`config.mk`:
```
export PLATFORM = sky130hd
export DESIGN_NAME = sorted_list_insert_delete_flat
export DESIGN_NICKNAME = d
export VERILOG_FILES = /design/src/slid_pkg.sv /design/src/slid_if.sv /design/src/slid_ctrl.sv /design/src/slid_dpath.sv /design/src/sorted_list_insert_delete.sv /design/src/flat_wrapper.sv
export SDC_FILE = /design/constraint.sdc
export NUM_CORES = 2
export LEC_CHECK = 0
export BUFFER_PORTS_ARGS = -buffer_cell sky130_fd_sc_hd__buf_4
export CAP_MARGIN = 25
export CORE_MARGIN = 5
export CORE_UTILIZATION = 59
export CTS_CLUSTER_SIZE = 24
export DETAILED_ROUTE_END_ITERATION = 16
export PLACE_DENSITY_LB_ADDON = 0.08
export SETUP_SLACK_MARGIN = 0.15
export SYNTH_ARGS = -nofsm -noshare
export SYNTH_HDL_FRONTEND = slang
export SYNTH_SLANG_ARGS = --single-unit
```
`constraint.sdc`:
```
create_clock -name clock -period 7.5 [get_ports clock]
set_input_delay 0.75 -clock clock [delete_from_list [all_inputs] [get_ports clock]]
set_output_delay 0.75 -clock clock [all_outputs]
set_load 0.1 [all_outputs]
```
`src/slid_pkg.sv`:
```
// Shared constants and types for the sorted list insert/delete block.
// No dependencies; every other file of the block refers to this package.
package slid_pkg;

   // List size and derived widths
   localparam int CAPACITY = 16;
   localparam int IDX_W    = $clog2(CAPACITY);
   localparam int CNT_W    = $clog2(CAPACITY + 1);

   // Payload field widths
   localparam int VALUE_W  = 32;
   localparam int MOVES_W  = 5;
   localparam int STATUS_W = 2;
   localparam int TOTAL_W  = 5;

   // Operation codes
   localparam logic OP_INSERT = 1'b0;
   localparam logic OP_DELETE = 1'b1;

   // Result status codes
   localparam logic [STATUS_W-1:0] STATUS_OK        = 2'd0;
   localparam logic [STATUS_W-1:0] STATUS_NOT_FOUND = 2'd1;
   localparam logic [STATUS_W-1:0] STATUS_FULL      = 2'd2;

   // Commands from the controller to the datapath
   typedef struct packed {
      logic load;   // capture the accepted request
      logic scan;   // compare all entries and locate the position
      logic apply;  // shift entries, update count, load the result register
   } cmd_type;

endpackage

```
`src/slid_if.sv`:
```
// Valid/ready channel interfaces for requests and responses.
// Depends on slid_pkg for field widths.
interface slid_req_if;
   logic                                 valid;
   logic                                 ready;
   logic                                 op;
   logic signed [slid_pkg::VALUE_W-1:0]  value;

   modport source (output valid, output op, output value, input ready);
   modport sink   (input valid, input op, input value, output ready);
endinterface

interface slid_rsp_if;
   logic                            valid;
   logic                            ready;
   logic [slid_pkg::MOVES_W-1:0]    moves;
   logic [slid_pkg::STATUS_W-1:0]   status;
   logic [slid_pkg::TOTAL_W-1:0]    entry_total;

   modport source (output valid, output moves, output status, output entry_total,
                   input ready);
   modport sink   (input valid, input moves, input status, input entry_total,
                   output ready);
endinterface

```
`src/slid_ctrl.sv`:
```
// Controller for the sorted list: sequences accept, scan and apply,
// and owns the response valid flag. Depends on slid_pkg.
module slid_ctrl (
   input  logic              clock,
   input  logic              reset,
   input  logic              req_valid,
   output logic              req_ready,
   output logic              rsp_valid,
   input  logic              rsp_ready,
   output slid_pkg::cmd_type cmd
);

   localparam logic [1:0] S_IDLE  = 2'd0;
   localparam logic [1:0] S_SCAN  = 2'd1;
   localparam logic [1:0] S_APPLY = 2'd2;

   logic [1:0] state_ff, state_in;
   logic       rsp_valid_ff, rsp_valid_in;

   // Decode commands from the current state
   always_comb begin
      req_ready = (state_ff == S_IDLE);
      cmd.load  = req_valid && req_ready;
      cmd.scan  = (state_ff == S_SCAN);
      cmd.apply = (state_ff == S_APPLY) && (!rsp_valid_ff || rsp_ready);
   end

   // Advance the sequence; hold in apply while the result register is occupied
   always_comb begin
      state_in = state_ff;
      case (state_ff)
         S_IDLE:  if (cmd.load) state_in = S_SCAN;
         S_SCAN:  state_in = S_APPLY;
         S_APPLY: if (cmd.apply) state_in = S_IDLE;
         default: state_in = S_IDLE;
      endcase
   end

   // Set valid when a result is loaded, drop it on transfer
   always_comb begin
      rsp_valid_in = rsp_valid_ff;
      if (cmd.apply) begin
         rsp_valid_in = 1'b1;
      end else if (rsp_valid_ff && rsp_ready) begin
         rsp_valid_in = 1'b0;
      end
   end

   always_ff @(posedge clock) begin
      if (reset) begin
         state_ff     <= S_IDLE;
         rsp_valid_ff <= 1'b0;
      end else begin
         state_ff     <= state_in;
         rsp_valid_ff <= rsp_valid_in;
      end
   end

   assign rsp_valid = rsp_valid_ff;

   // A result appears only out of the apply step
   a_valid_from_apply: assert property (@(posedge clock) disable iff (reset)
      $rose(rsp_valid_ff) |-> $past(state_ff) == S_APPLY)
      else $error("response valid rose outside apply");

   // An accepted request is always scanned next
   a_accept_to_scan: assert property (@(posedge clock) disable iff (reset)
      cmd.load |=> state_ff == S_SCAN)
      else $error("accepted request not followed by scan");

endmodule

```
`src/slid_dpath.sv`:
```
// Datapath for the sorted list: entry cells, compare vector, position
// encoder, shift network, count and result register. Depends on slid_pkg.
module slid_dpath (
   input  logic                                  clock,
   input  logic                                  reset,
   input  slid_pkg::cmd_type                     cmd,
   input  logic                                  req_op,
   input  logic signed [slid_pkg::VALUE_W-1:0]   req_value,
   output logic [slid_pkg::MOVES_W-1:0]          rsp_moves,
   output logic [slid_pkg::STATUS_W-1:0]         rsp_status,
   output logic [slid_pkg::TOTAL_W-1:0]          rsp_entry_total
);

   localparam int CAP   = slid_pkg::CAPACITY;
   localparam int CNT_W = slid_pkg::CNT_W;

   logic                                 op_ff;
   logic signed [slid_pkg::VALUE_W-1:0]  value_ff;
   logic signed [slid_pkg::VALUE_W-1:0]  entries_ff [CAP];
   logic signed [slid_pkg::VALUE_W-1:0]  entries_in [CAP];
   logic [CNT_W-1:0]                     count_ff, count_in;
   logic [CNT_W-1:0]                     pos_ff, pos_in;
   logic                                 found_ff, found_in;
   logic [CAP-1:0]                       hit;
   logic                                 full;
   logic [slid_pkg::MOVES_W-1:0]         moves_ff, moves_in;
   logic [slid_pkg::STATUS_W-1:0]        status_ff, status_in;
   logic [slid_pkg::TOTAL_W-1:0]         total_ff, total_in;

   assign full = (count_ff == CNT_W'(CAP));

   // Compare every held entry with the value in parallel
   always_comb begin
      for (int i = 0; i < CAP; i++) begin
         if (op_ff == slid_pkg::OP_INSERT) begin
            // first entry greater than the value, or past the end
            hit[i] = !((CNT_W'(i) < count_ff) && (entries_ff[i] <= value_ff));
         end else begin
            hit[i] = (CNT_W'(i) < count_ff) && (entries_ff[i] == value_ff);
         end
      end
   end

   // Encode the lowest hit into a position
   always_comb begin
      pos_in = count_ff;
      for (int i = CAP - 1; i >= 0; i--) begin
         if (hit[i]) pos_in = CNT_W'(i);
      end
      found_in = |hit;
   end

   // Shift the cells and compute the result fields
   always_comb begin
      entries_in = entries_ff;
      count_in   = count_ff;
      moves_in   = '0;
      status_in  = slid_pkg::STATUS_OK;
      if (op_ff == slid_pkg::OP_INSERT) begin
         if (full) begin
            status_in = slid_pkg::STATUS_FULL;
         end else begin
            for (int i = 0; i < CAP; i++) begin
               if (CNT_W'(i) == pos_ff) begin
                  entries_in[i] = value_ff;
               end else if (CNT_W'(i) > pos_ff && CNT_W'(i) <= count_ff) begin
                  entries_in[i] = entries_ff[(i == 0) ? 0 : i - 1];
               end
            end
            moves_in = slid_pkg::MOVES_W'(count_ff - pos_ff);
            count_in = count_ff + CNT_W'(1);
         end
      end else begin
         if (!found_ff) begin
            status_in = slid_pkg::STATUS_NOT_FOUND;
            moves_in  = slid_pkg::MOVES_W'(count_ff);
         end else begin
            for (int i = 0; i < CAP; i++) begin
               if (CNT_W'(i) >= pos_ff && CNT_W'(i) + CNT_W'(1) < count_ff) begin
                  entries_in[i] = entries_ff[(i == CAP - 1) ? i : i + 1];
               end
            end
            moves_in = slid_pkg::MOVES_W'(count_ff - CNT_W'(1) - pos_ff);
            count_in = count_ff - CNT_W'(1);
         end
      end
      total_in = slid_pkg::TOTAL_W'(count_in);
   end

   // Count is control state and resets; payload registers do not
   always_ff @(posedge clock) begin
      if (reset) begin
         count_ff <= '0;
      end else if (cmd.apply) begin
         count_ff <= count_in;
      end
   end

   always_ff @(posedge clock) begin
      if (cmd.load) begin
         op_ff    <= req_op;
         value_ff <= req_value;
      end
      if (cmd.scan) begin
         pos_ff   <= pos_in;
         found_ff <= found_in;
      end
      if (cmd.apply) begin
         entries_ff <= entries_in;
         moves_ff   <= moves_in;
         status_ff  <= status_in;
         total_ff   <= total_in;
      end
   end

   assign rsp_moves       = moves_ff;
   assign rsp_status      = status_ff;
   assign rsp_entry_total = total_ff;

   // The count never passes the capacity
   a_count_bound: assert property (@(posedge clock) disable iff (reset)
      count_ff <= CNT_W'(CAP))
      else $error("entry count above capacity");

   // A successful insert grows the list by exactly one
   a_insert_grows: assert property (@(posedge clock) disable iff (reset)
      cmd.apply && op_ff == slid_pkg::OP_INSERT && !full
      |=> count_ff == $past(count_ff) + CNT_W'(1))
      else $error("insert did not grow the list by one");

   // Held entries stay in ascending order
   for (genvar g = 0; g < CAP - 1; g++) begin : g_order
      a_sorted: assert property (@(posedge clock) disable iff (reset)
         (CNT_W'(g + 1) < count_ff) |-> (entries_ff[g] <= entries_ff[g + 1]))
         else $error("held entries out of order");
   end

endmodule

```
`src/sorted_list_insert_delete.sv`:
```
// Sorted list insert/delete: holds up to slid_pkg::CAPACITY signed 32-bit
// values in ascending order. Each request passes through the transfer
// into the block, a scan cycle that compares all entries with the value at
// once and encodes the position, and an apply cycle that shifts the entry
// cells and loads the result register. The apply cycle waits while an
// earlier result is still not taken; the next request is accepted the cycle
// after apply, so a new request is not taken until the last one is applied.
// Entries have no reset; in the datapath only the count is cleared.
module sorted_list_insert_delete (
   input  logic           clock,
   input  logic           reset,
   slid_req_if.sink       req_chan,
   slid_rsp_if.source     rsp_chan
);

   slid_pkg::cmd_type cmd;
   logic              req_ready;
   logic              rsp_valid;

   // Sequence the request through scan and apply
   slid_ctrl u_ctrl (
      .clock     (clock),
      .reset     (reset),
      .req_valid (req_chan.valid),
      .req_ready (req_ready),
      .rsp_valid (rsp_valid),
      .rsp_ready (rsp_chan.ready),
      .cmd       (cmd)
   );

   // Hold the list and build the result
   slid_dpath u_dpath (
      .clock           (clock),
      .reset           (reset),
      .cmd             (cmd),
      .req_op          (req_chan.op),
      .req_value       (req_chan.value),
      .rsp_moves       (rsp_chan.moves),
      .rsp_status      (rsp_chan.status),
      .rsp_entry_total (rsp_chan.entry_total)
   );

   assign req_chan.ready = req_ready;
   assign rsp_chan.valid = rsp_valid;

endmodule

```
`src/flat_wrapper.sv`:
```
// flat-port wrapper written by rule: the top's interface ports become plain ports
module sorted_list_insert_delete_flat 
  (clock, reset, req_chan_valid, req_chan_op, req_chan_value, req_chan_ready, rsp_chan_valid, rsp_chan_moves, rsp_chan_status, rsp_chan_entry_total, rsp_chan_ready);
  slid_req_if req_chan_i ();
  slid_rsp_if rsp_chan_i ();
  input  logic clock;
  input  logic reset;
  input wire logic [$bits(req_chan_i.valid)-1:0] req_chan_valid;
  input wire logic [$bits(req_chan_i.op)-1:0] req_chan_op;
  input wire logic [$bits(req_chan_i.value)-1:0] req_chan_value;
  output wire logic [$bits(req_chan_i.ready)-1:0] req_chan_ready;
  output wire logic [$bits(rsp_chan_i.valid)-1:0] rsp_chan_valid;
  output wire logic [$bits(rsp_chan_i.moves)-1:0] rsp_chan_moves;
  output wire logic [$bits(rsp_chan_i.status)-1:0] rsp_chan_status;
  output wire logic [$bits(rsp_chan_i.entry_total)-1:0] rsp_chan_entry_total;
  input wire logic [$bits(rsp_chan_i.ready)-1:0] rsp_chan_ready;
  assign req_chan_i.valid = req_chan_valid;
  assign req_chan_i.op = req_chan_op;
  assign req_chan_i.value = req_chan_value;
  assign req_chan_ready = req_chan_i.ready;
  assign rsp_chan_valid = rsp_chan_i.valid;
  assign rsp_chan_moves = rsp_chan_i.moves;
  assign rsp_chan_status = rsp_chan_i.status;
  assign rsp_chan_entry_total = rsp_chan_i.entry_total;
  assign rsp_chan_i.ready = rsp_chan_ready;
  sorted_list_insert_delete u_core (.clock(clock), .reset(reset), .req_chan(req_chan_i), .rsp_chan(rsp_chan_i));
endmodule
```
==> impl_metrics.py <==
metrics = {
    "layout": {
        "fill_cells": 5643,
        "synthToLayoutAreaGrowth_pct": 8.89,
        "regArea_sq_um": 17100,
        "layout.cells.non_filler": 5185,
        "fin_area_sq_um": 43600,
        "layout.nets": 4828,
        "drive_above_1_share": 0.0634,
        "multi_input_area_sq_um": 21900,
        "final_common_cell": "nand2_1",
        "layout_common_cells": "649 x nand2_1, 563 x edfxtp_1, 539 x o21ai_0, 525 x ha_1, 495 x a21oi_1",
    },
    "status": {
        "status": "finished, final reports clean",
    },
    "cts": {
        "h-tree-depth": 3,
        "cts_resized": 0,
        "cts_hold_buffers": 0,
        "clk_pin_slew_worst_paths_ps": 60,
        "insertion_delay_ps": 620,
        "clock_path_buffers": 3,
        "numCtsBuffers": 68,
        "root_buffer": "clkbuf_16",
        "cts_tree": "done",
        "clock-sinks": 571,
        "post-cts-setup-buffers": 0,
    },
    "logic_synthesis": {
        "seq_area_frac_synth": 0.426,
        "synth_cell_types": 70,
        "syn_area_sq_um": 40000,
        "synth-edff-count": 563,
        "syn-num-nets": 4866,
        "synthCells": 4302,
        "ys_ff_latch": 571,
        "yosys_warnings": 0,
        "syn_area_per_cell_sq_um": 9.30,
        "synth_ff_type": "edfxtp_1",
        "ys_async_sr_fraction": 0,
    },
    "run": {
        "maxCapViolCount": 0,
    },
    "grt": {
        "grt_max_degree": 264,
        "first_global_vias": 31000,
        "grt_pass1_wl_um": 194000,
        "antenna_found_initial": 4,
        "grtUsageTotal": 0.342,
        "grt_overflow_total": 0,
    },
    "worst_setup_path": {
        "crit_family": "compound AO/OA/AOI/OAI gates",
        "cp-start-kind": "flip-flop",
        "cp.buffers_inverters": 2,
        "critPathMaxFanout": 16,
        "worstPathRequired_ps": 7950,
        "end_kind": "flip-flop",
        "max_stage_delay_ps": 770,
        "critPathKind": "flip-flop to flip-flop",
        "slowest_stage": "nor4_1",
        "cp.arrival_ps": 5460,
        "cp_cell_sequence": "inv_1, buf_4, ha_1, nand2_1, or3_1, nor4_1, o21ai_0, o22ai_1, nor3_1, xor2_1, a21oi_1, o21ai_0, a21oi_1",
    },
    "placement": {
        "postPlaceCellArea_sq_um": 41500,
        "io_buffers": 50,
        "dp_cells": 5066,
        "dpl.hpwl_um": 92800,
        "gp_congestion": 0.958,
    },
    "routing": {
        "wl_per_cell_um": 25.1,
        "drc": 0,
        "initialDrtViolationCount": 4342,
        "firstDrtPassIters": 8,
        "wirelength_um": 130000,
        "antenna_left": 0,
        "num_vias": 33700,
        "viasPerCell": 6.49,
    },
    "timing": {
        "layout_worst_path_cycle_share": 0.667,
        "worstMarginPinSlew_ps": 1200,
        "fmax_ghz": 0.200,
        "min_period_ps": 5000,
        "rsz0062_at_grt": "no",
        "slew-limit-headroom": 0.203,
        "finalHoldViolations": 0,
        "maxSlewViolCount": 0,
        "finalSetupViolCount": 0,
        "fin_skew_ps": 21.9,
    },
    "pwr": {
        "powerDensity_nw_per_um2": 180,
        "leakagePower_nw": 16.9,
        "peakVddDrop_mv": 0.163,
    },
    "floorplan": {
        "initial_core_util": 0.595,
        "die_width_um": 270,
        "fp.dieArea_sq_um": 73100,
        "core_area_sq_um": 67300,
        "std_cell_rows": 95,
        "fp.dieH_um": 270,
        "io_pins": 51,
    },
    "hold_path": {
        "hold_class": "input pin to flip-flop",
    },
}
## layout make-up
| class | instances | share of cell area |
|---|---|---|
| clock buffers | 76 | 0.0402 |
| repair buffers | 137 | 0.0250 |
| flip-flops and latches | 571 | 0.392 |
| inverters | 76 | 0.00655 |
| well taps | 873 | 0.0251 |
| diodes | 3 | 0.000172 |
| multi-input cells | 3410 | 0.504 |
| clock inverters | 39 | 0.00790 |
## routing by layer
metal / track usage / share of wire / vias up
met4: 0.120 / 0.035 / 2
met2: 0.528 / 0.44 / 1620
met5: 0 / 0.00010 / -
li1: - / - / 15900
met3: 0.0527 / 0.089 / 234
met1: 0.494 / 0.43 / 15900
## path summary, 6_finish.rpt
path	start	end	slack (ps)	depth (start not counted)
worst min register to register	u_core.u_dpath.entries_ff[5]	u_core.u_dpath.entries_ff[37]	570	2
worst max register to register	u_core.u_dpath.value_ff[31]	u_core.u_dpath.pos_ff[0]	2500	13
worst min-delay path	req_chan_op	u_core.u_dpath.op_ff	310	1
worst max-delay path	u_core.u_dpath.value_ff[31]	u_core.u_dpath.pos_ff[0]	2500	13
## cells in the mapped netlist (5+ instances only)
cell	number	share of area
and3_1	16	0.0025
nand4_1	85	0.013
a221oi_1	12	0.0026
and2_1	9	0.0014
nor4_1	21	0.0033
xor2_1	7	0.0015
mux2i_1	176	0.044
edfxtp_1	563	0.42
a31oi_1	9	0.0014
a211oi_1	19	0.0036
a21boi_0	8	0.0015
o211ai_1	21	0.0039
buf_1	10	0.00094
nand2b_1	17	0.0027
nor2_1	382	0.036
o21bai_1	5	0.00094
o21a_1	20	0.0038
a2111oi_0	13	0.0028
a21oi_1	495	0.062
nor2b_1	33	0.0052
o31ai_1	14	0.0026
nand2_1	653	0.061
or2_1	5	0.00078
nand3_1	68	0.0085
clkbuf_1	235	0.022
a211o_1	7	0.0015
o21ai_1	41	0.0051
dfxtp_1	8	0.0040
inv_1	71	0.0067
ha_1	525	0.16
a221o_1	6	0.0015
o22ai_1	7	0.0011
a21o_1	56	0.011
xnor2_1	15	0.0033
o21ai_0	539	0.067
nor3_1	47	0.0059
and4_1	18	0.0039
or3_1	9	0.0014
## report_power, final
group	leakage (nW)	total, mW	switching [mW]	internal, mW
registers	5.17	3.60	0.0557	3.54
clock network	1.03	3.27	1.39	1.88
logic	10.7	0.964	0.643	0.321
total	16.9	7.83	2.09	5.74
## flip-flops by register name, indices dropped and copies added (netlist names)
| register | flops |
|---|---|
| u_core.u_dpath.entries_ff | 512 |
| u_core.u_dpath.value_ff | 32 |
| u_core.u_dpath.count_ff | 5 |
| u_core.u_dpath.pos_ff | 5 |
| u_core.u_dpath.rsp_entry_total | 5 |
| u_core.u_dpath.rsp_moves | 5 |
| u_core.u_ctrl.state_ff | 2 |
| u_core.u_dpath.rsp_status | 2 |
| u_core.u_ctrl.rsp_valid | 1 |
| u_core.u_dpath.found_ff | 1 |
| u_core.u_dpath.op_ff | 1 |
## kinds of logic after synthesis
logic type      synth area share
mux                       0.0446
xor+xnor                 0.00481
compound gates             0.180
buf+inv                   0.0301
flops                      0.426
fa+ha+maj                  0.165
simple gates               0.149
## through the flow
step	power, mW	util	setup TNS (ps)	hold slack, ps	setup WS, ps
6_report	7.83	0.648	0	313	2500
4_1_cts	7.84	0.647	0	290	2730
5_1_grt	8.10	0.648	0	296	2360
3_5_place_dp	4.60	0.616	0	550	2770
2_1_floorplan	4.28	-	-43270	525	-239
3_3_place_gp	4.58	0.616	0	547	2710
No activity file was read; power rests on OpenSTA's default activity.
